--- config.mk ---
export PLATFORM = sky130hd
export DESIGN_NAME = hbs_emitter
export DESIGN_NICKNAME = d
export VERILOG_FILES = /design/src/hw/rtl/hbs_pkg.sv /design/src/hw/rtl/hbs_emitter.sv
export SDC_FILE = /design/constraint.sdc
export NUM_CORES = 1
export LEC_CHECK = 0
export BUFFER_PORTS_ARGS = -buffer_cell sky130_fd_sc_hd__buf_4
export CORE_MARGIN = 5
export CORE_UTILIZATION = 64
export DETAILED_ROUTE_END_ITERATION = 10
export PLACE_DENSITY = 0.87
export SKIP_LAST_GASP = 1
export SYNTH_ARGS = -nofsm -noshare
export SYNTH_HDL_FRONTEND = slang
export SYNTH_SLANG_ARGS = --single-unit
--- constraint.sdc ---
create_clock -name clk -period 21.1 [get_ports clk]
set_clock_uncertainty 0.15 [all_clocks]
set_input_delay 2.11 -clock clk [delete_from_list [all_inputs] [get_ports clk]]
set_output_delay 2.11 -clock clk [all_outputs]
set_load 0.01 [all_outputs]
--- src/hw/rtl/hbs_pkg.sv ---
package hbs_pkg;

  // frame geometry
  localparam int MAX_WIDTH = 1025;
  localparam int MIN_SIZE  = 3;
  localparam int ADDR_W    = $clog2(MAX_WIDTH);

  // field widths
  localparam int SAMPLE_W = 8;
  localparam int ROW_W    = 13;
  localparam int COL_W    = 11;
  localparam int MEAN_W   = 16;
  localparam int CFG_W    = 13;
  localparam int CFG_IDX_W = 2;

  // nine samples of 8 bits sum to at most 2295
  localparam int SUM_W = 12;

  // register indexes on the config port
  localparam logic [CFG_IDX_W-1:0] CFG_FRAME_WIDTH  = 2'd0;
  localparam logic [CFG_IDX_W-1:0] CFG_FRAME_HEIGHT = 2'd1;
  localparam logic [CFG_IDX_W-1:0] CFG_ZERO_EDGES   = 2'd2;

  localparam logic [COL_W-1:0] FRAME_WIDTH_RST  = 11'd257;
  localparam logic [ROW_W-1:0] FRAME_HEIGHT_RST = 13'd257;
  localparam logic             ZERO_EDGES_RST   = 1'b1;

  // result slots of one item, in emit order
  localparam logic [1:0] SLOT_A = 2'd0;  // (r-1, c-1)
  localparam logic [1:0] SLOT_B = 2'd1;  // (r-1, w-1)
  localparam logic [1:0] SLOT_C = 2'd2;  // (r, c-1), bottom row
  localparam logic [1:0] SLOT_D = 2'd3;  // (r, w-1), bottom right corner

  // neighbor count of a box: corner, edge, interior
  typedef enum logic [1:0] {
    DIV4,
    DIV6,
    DIV9
  } div_t;

  typedef struct packed {
    logic [SAMPLE_W-1:0] older;
    logic [SAMPLE_W-1:0] prev;
  } line_pair_t;

  typedef struct packed {
    logic [3:0]       emit;
    logic [3:0]       zero;
    logic             rtop;
    logic             cleft;
    logic [ROW_W-1:0] row_up;
    logic [ROW_W-1:0] row_cur;
    logic [COL_W-1:0] col_left;
    logic [COL_W-1:0] col_cur;
  } item_ctl_t;

  typedef struct packed {
    logic [3:0][SUM_W-1:0] sum;
    div_t [3:0]            div;
  } box_sums_t;

endpackage

--- src/hw/rtl/hbs_emitter.sv ---
module hbs_emitter (
  input  logic                       clk,
  input  logic                       rst,
  input  logic                       in_valid,
  output logic                       in_ready,
  input  hbs_pkg::item_ctl_t         in_ctl,
  input  hbs_pkg::box_sums_t         in_sums,
  output logic                       result_valid,
  input  logic                       result_ready,
  output logic [hbs_pkg::ROW_W-1:0]  out_row,
  output logic [hbs_pkg::COL_W-1:0]  out_col,
  output logic [hbs_pkg::MEAN_W-1:0] smoothed,
  output logic                       last_of_run
);

  localparam int OPER_W  = hbs_pkg::SUM_W + 8;
  localparam int RECIP_W = 21;
  localparam int PROD_W  = OPER_W + RECIP_W;
  localparam int DIV6_SHIFT = 20;
  localparam int DIV9_SHIFT = 24;
  // exact reciprocals for the operand range: x/3 and x/9
  localparam logic [RECIP_W-1:0] RECIP3 = RECIP_W'((2**DIV6_SHIFT + 2) / 3);
  localparam logic [RECIP_W-1:0] RECIP9 = RECIP_W'((2**DIV9_SHIFT + 8) / 9);

  logic                        s3_valid;
  hbs_pkg::item_ctl_t          s3_ctl;
  hbs_pkg::box_sums_t          s3_sums;
  logic                        s3_take;
  logic                        issue;
  logic [1:0]                  slot;
  logic [3:0]                  remaining;
  logic                        is_last;
  logic [hbs_pkg::SUM_W-1:0]   sum_sel;
  hbs_pkg::div_t               div_sel;
  logic [OPER_W-1:0]           operand;
  logic [RECIP_W-1:0]          recip;
  logic [PROD_W-1:0]           product;
  logic [hbs_pkg::MEAN_W-1:0]  quot;
  logic [hbs_pkg::ROW_W-1:0]   row_sel;
  logic [hbs_pkg::COL_W-1:0]   col_sel;

  assign issue    = s3_valid && (!result_valid || result_ready);
  assign in_ready = !s3_valid || (issue && is_last);
  assign s3_take  = in_valid && in_ready;

  // first pending result in emit order
  always_comb begin
    priority if (s3_ctl.emit[hbs_pkg::SLOT_A]) begin
      slot = hbs_pkg::SLOT_A;
    end else if (s3_ctl.emit[hbs_pkg::SLOT_B]) begin
      slot = hbs_pkg::SLOT_B;
    end else if (s3_ctl.emit[hbs_pkg::SLOT_C]) begin
      slot = hbs_pkg::SLOT_C;
    end else begin
      slot = hbs_pkg::SLOT_D;
    end
  end

  assign remaining = s3_ctl.emit & ~(4'b0001 << slot);
  assign is_last   = (remaining == 4'b0000);
  assign sum_sel   = s3_sums.sum[slot];
  assign div_sel   = s3_sums.div[slot];

  always_comb begin
    unique case (slot)
      hbs_pkg::SLOT_A: begin
        row_sel = s3_ctl.row_up;
        col_sel = s3_ctl.col_left;
      end
      hbs_pkg::SLOT_B: begin
        row_sel = s3_ctl.row_up;
        col_sel = s3_ctl.col_cur;
      end
      hbs_pkg::SLOT_C: begin
        row_sel = s3_ctl.row_cur;
        col_sel = s3_ctl.col_left;
      end
      hbs_pkg::SLOT_D: begin
        row_sel = s3_ctl.row_cur;
        col_sel = s3_ctl.col_cur;
      end
    endcase
  end

  // (512*sum + n) / (2n): n=4 is 64*sum, n=6 is (128*sum+1)/3, n=9 is (256*sum+4)/9
  always_comb begin
    operand = '0;
    recip   = '0;
    unique case (div_sel)
      hbs_pkg::DIV6: begin
        operand = {1'b0, sum_sel, 7'd0} + OPER_W'(1);
        recip   = RECIP3;
      end
      hbs_pkg::DIV9: begin
        operand = {sum_sel, 8'd0} + OPER_W'(4);
        recip   = RECIP9;
      end
      default: begin
      end
    endcase
  end

  assign product = PROD_W'(operand) * PROD_W'(recip);

  always_comb begin
    unique case (div_sel)
      hbs_pkg::DIV4: quot = {sum_sel[9:0], 6'd0};
      hbs_pkg::DIV6: quot = product[DIV6_SHIFT +: hbs_pkg::MEAN_W];
      hbs_pkg::DIV9: quot = product[DIV9_SHIFT +: hbs_pkg::MEAN_W];
      default:       quot = '0;
    endcase
  end

  always_ff @(posedge clk) begin
    if (rst) begin
      s3_valid <= 1'b0;
    end else if (s3_take) begin
      s3_valid <= 1'b1;
    end else if (issue && is_last) begin
      s3_valid <= 1'b0;
    end
  end

  always_ff @(posedge clk) begin
    if (s3_take) begin
      s3_ctl  <= in_ctl;
      s3_sums <= in_sums;
    end else if (issue) begin
      s3_ctl.emit <= remaining;
    end
  end

  always_ff @(posedge clk) begin
    if (rst) begin
      result_valid <= 1'b0;
    end else if (issue) begin
      result_valid <= 1'b1;
    end else if (result_ready) begin
      result_valid <= 1'b0;
    end
  end

  always_ff @(posedge clk) begin
    if (issue) begin
      out_row     <= row_sel;
      out_col     <= col_sel;
      smoothed    <= s3_ctl.zero[slot] ? '0 : quot;
      last_of_run <= is_last;
    end
  end

endmodule

==> results.sh <==
export IMPL_status="finished clean"
export IMPL_p_per_area_mw_per_mm2=117
export IMPL_grt_pass1_wl_um=50000
export IMPL_drc=0
export IMPL_final_setup_viol_count=0
export IMPL_crit_path_start_kind="flop"
export IMPL_antenna_found_initial=0
export IMPL_die_area_mm2=0.0227
export IMPL_crit_path_frequent_cell="fa_1"
export IMPL_rows=51
export IMPL_fmax_mhz=101
export IMPL_dpl_hpwl_um=23700
export IMPL_track_usage_pct=29.4
export IMPL_end_kind="flop"
export IMPL_post_cts_buffers=0
export IMPL_maxCapViolations=0
export IMPL_worst_setup_path_type="reg2reg"
export IMPL_synth_compound_area_share_pct=8.35
export IMPL_p_leak_nw=7.21
export IMPL_path_depth=29
export IMPL_worst_path_largest_cell_delay_ns=0.80
export IMPL_reg2reg_depth=29
export IMPL_synth_simple_area_share_pct=6.07
export IMPL_totalWireLength_um=31700
export IMPL_dr_pass1_iters=5
export IMPL_fin_cells=1506
export IMPL_dp_cells=1474
export IMPL_synth_area_mm2=0.0127
export IMPL_synth_xor_xnor_area_share_pct=1.31
export IMPL_yosys_warnings=0
export IMPL_grt_pass1_vias=9434
export IMPL_grt_max_degree=100
export IMPL_fin_crit_ns=9.90
export IMPL_whs_path_depth=2
export IMPL_ios=161
export IMPL_area_delta_synth_final_pct=16.1
export IMPL_fin_crit_sh_pct=46.9
export IMPL_synth_top_family_by_area="adder cells"
export IMPL_hp_class="reg2reg"
export IMPL_design_core_area_mm2=0.0195
export IMPL_first_iter_violations=640
export IMPL_relSlewSlack_pct=20.3
export IMPL_place_gp_congestion=0.924
export IMPL_async_reset_ff_share_pct=0
export IMPL_initial_core_util_pct=65.2
export IMPL_antennaDiodeCount=0
export IMPL_synthMuxAreaShare_pct=2.29
export IMPL_cts_tree="done"
export IMPL_timing_max_transition_violations_final=0
export IMPL_synth_area_per_cell_um2=11.9
export IMPL_drive_gt1_share_pct=19.3
export IMPL_grt_overflow=0
export IMPL_dieWidth_um=151
export IMPL_critPathTopFamily="adder cells"
export IMPL_ir_worst_vdd_mv=0.118
export IMPL_cts_hold_buf=0
export IMPL_synth_main_ff_cell="edfxtp_1"
export IMPL_cts_clk_slew_worst_paths_ns=0.07
export IMPL_yosys_area_share_adder_pct=37.4
export IMPL_ys_types=59
export IMPL_via_per_inst=5.77
export IMPL_tns_ns=0
export IMPL_tightest_slew_ns=1.20
export IMPL_rsz0062_at_grt="no"
export IMPL_ys_ff_latch=155
export IMPL_cts_sinks=155
export IMPL_crit_arrival_ns=10.01
export IMPL_clockBufferDepth=2
export IMPL_wl_per_cell_um=21.1
export IMPL_critPathBufInv=8
export IMPL_portBuffers=158
export IMPL_critPathMaxFanout=16
export IMPL_cts_max_level=4
export IMPL_synth_edf_count=153
export IMPL_cpMaxStageDelayCell="nor3_1"
export IMPL_cts_resized=0
export IMPL_vias=8695
export IMPL_required_ns=21.21
export IMPL_hold_viol_final=0
export IMPL_cts_root_buf="clkbuf_16"
export IMPL_syn_nets=1487
export IMPL_yosysSeqAreaShare_pct=36.5
export IMPL_insertion_delay_ns=0.42
export IMPL_dieHeight_um=151
export IMPL_synth_cells=1070
export IMPL_cts_buffers=17
export IMPL_fin_nets=1645
export IMPL_antenna_left=0
Yosys cell counts (12+ instances only):
cell | instances | area (µm²)
inv_1 | 237 | 890
ha_1 | 166 | 2080
edfxtp_1 | 153 | 4590
fa_1 | 133 | 2660
nor2_1 | 58 | 218
a21oi_1 | 36 | 180
nand2_1 | 33 | 124
a22oi_1 | 25 | 188
mux2_2 | 24 | 270
clkbuf_1 | 17 | 63.8
xnor2_1 | 15 | 131
a221o_1 | 13 | 130
and2_1 | 13 | 81.3
o21ai_0 | 13 | 65.1
nor3_1 | 12 | 60.1
metal layers:
| layer | global-route usage (%) | vias to the layer above | wire length [µm] |
|---|---|---|---|
| met4 | 11.2 | 0 | 1080 |
| met1 | 35.8 | 4220 | 11500 |
| li1 | - | 3942 | - |
| met2 | 49.6 | 452 | 15800 |
| met5 | 0 | - | 0 |
| met3 | 8.68 | 81 | 3280 |
worst paths after layout:
| path | from | endpoint | slack [ns] |
|---|---|---|---|
| max | s3_ctl[56] | smoothed[15] | 11.20 |
| min | s3_valid | result_valid | 0.35 |
| max reg2reg | s3_ctl[56] | smoothed[15] | 11.20 |
| min reg2reg | s3_valid | result_valid | 0.35 |
cell usage in the layout, fill, tap and decap left out, types with 12 or more instances in the layout:
master	count
xnor2_1	15
nand2_1	33
inv_1	237
a22oi_1	25
fa_1	133
buf_4	166
a221o_1	13
nor3_1	12
a21oi_1	36
clkbuf_16	17
mux2_2	24
edfxtp_1	153
nor2_1	58
ha_1	165
o21ai_0	13
flip-flops by register name, indices dropped and copies added (netlist names):
name	count
result_valid	1
smoothed	16
s3_valid	1
out_row	13
s3_sums	56
last_of_run	1
out_col	11
s3_ctl	56
through the flow:
stage,instance area (µm²),setup slack [ns],util (%),hold slack (ns),power [W]
after floorplan,12700,12.81,-,0.292,0.00113
after global placement,14200,11.46,72.7,0.301,0.00138
after detailed placement,14200,11.30,72.7,0.323,0.00140
after CTS,14700,11.23,75.7,0.353,0.00172
after global routing,14700,10.86,75.7,0.364,0.00186
final,14700,11.20,75.7,0.349,0.00172
worst register-to-register path, delay by kind of cell (launching register included):
kind | cells | cell delay, ns
buf+inv | 8 | 1.34
simple gates | 4 | 1.49
flops | 1 | 0.69
fa+ha+maj | 9 | 4.22
compound gates | 8 | 1.87
power breakdown:
part | total (W) | internal [W] | switching (W)
clock | 0.000299 | 0.000166 | 0.000133
sequential | 0.000394 | 0.000381 | 0.0000128
combinational | 0.00103 | 0.000403 | 0.000629
final cells by class:
cell class	instances	area [µm²]
inverters	239	897
clock inverters	15	155
repair buffers	166	1250
fillers	1171	4730
flip-flops and latches	155	4630
clock buffers	17	425
multi-input cells	649	7040
well taps	265	332
logic make-up (layout without fill, tap and decap cells):
kind of cell | after synthesis | count (layout)
adder cells (fa/ha/maj) | 300 | 300
AND/OR/NAND/NOR | 160 | 160
buffers and inverters | 266 | 437
XOR/XNOR | 19 | 19
flip-flops | 155 | 155
multiplexers | 26 | 26
AO/OA/AOI/OAI | 144 | 144
Power figures use the tool's default switching activity.
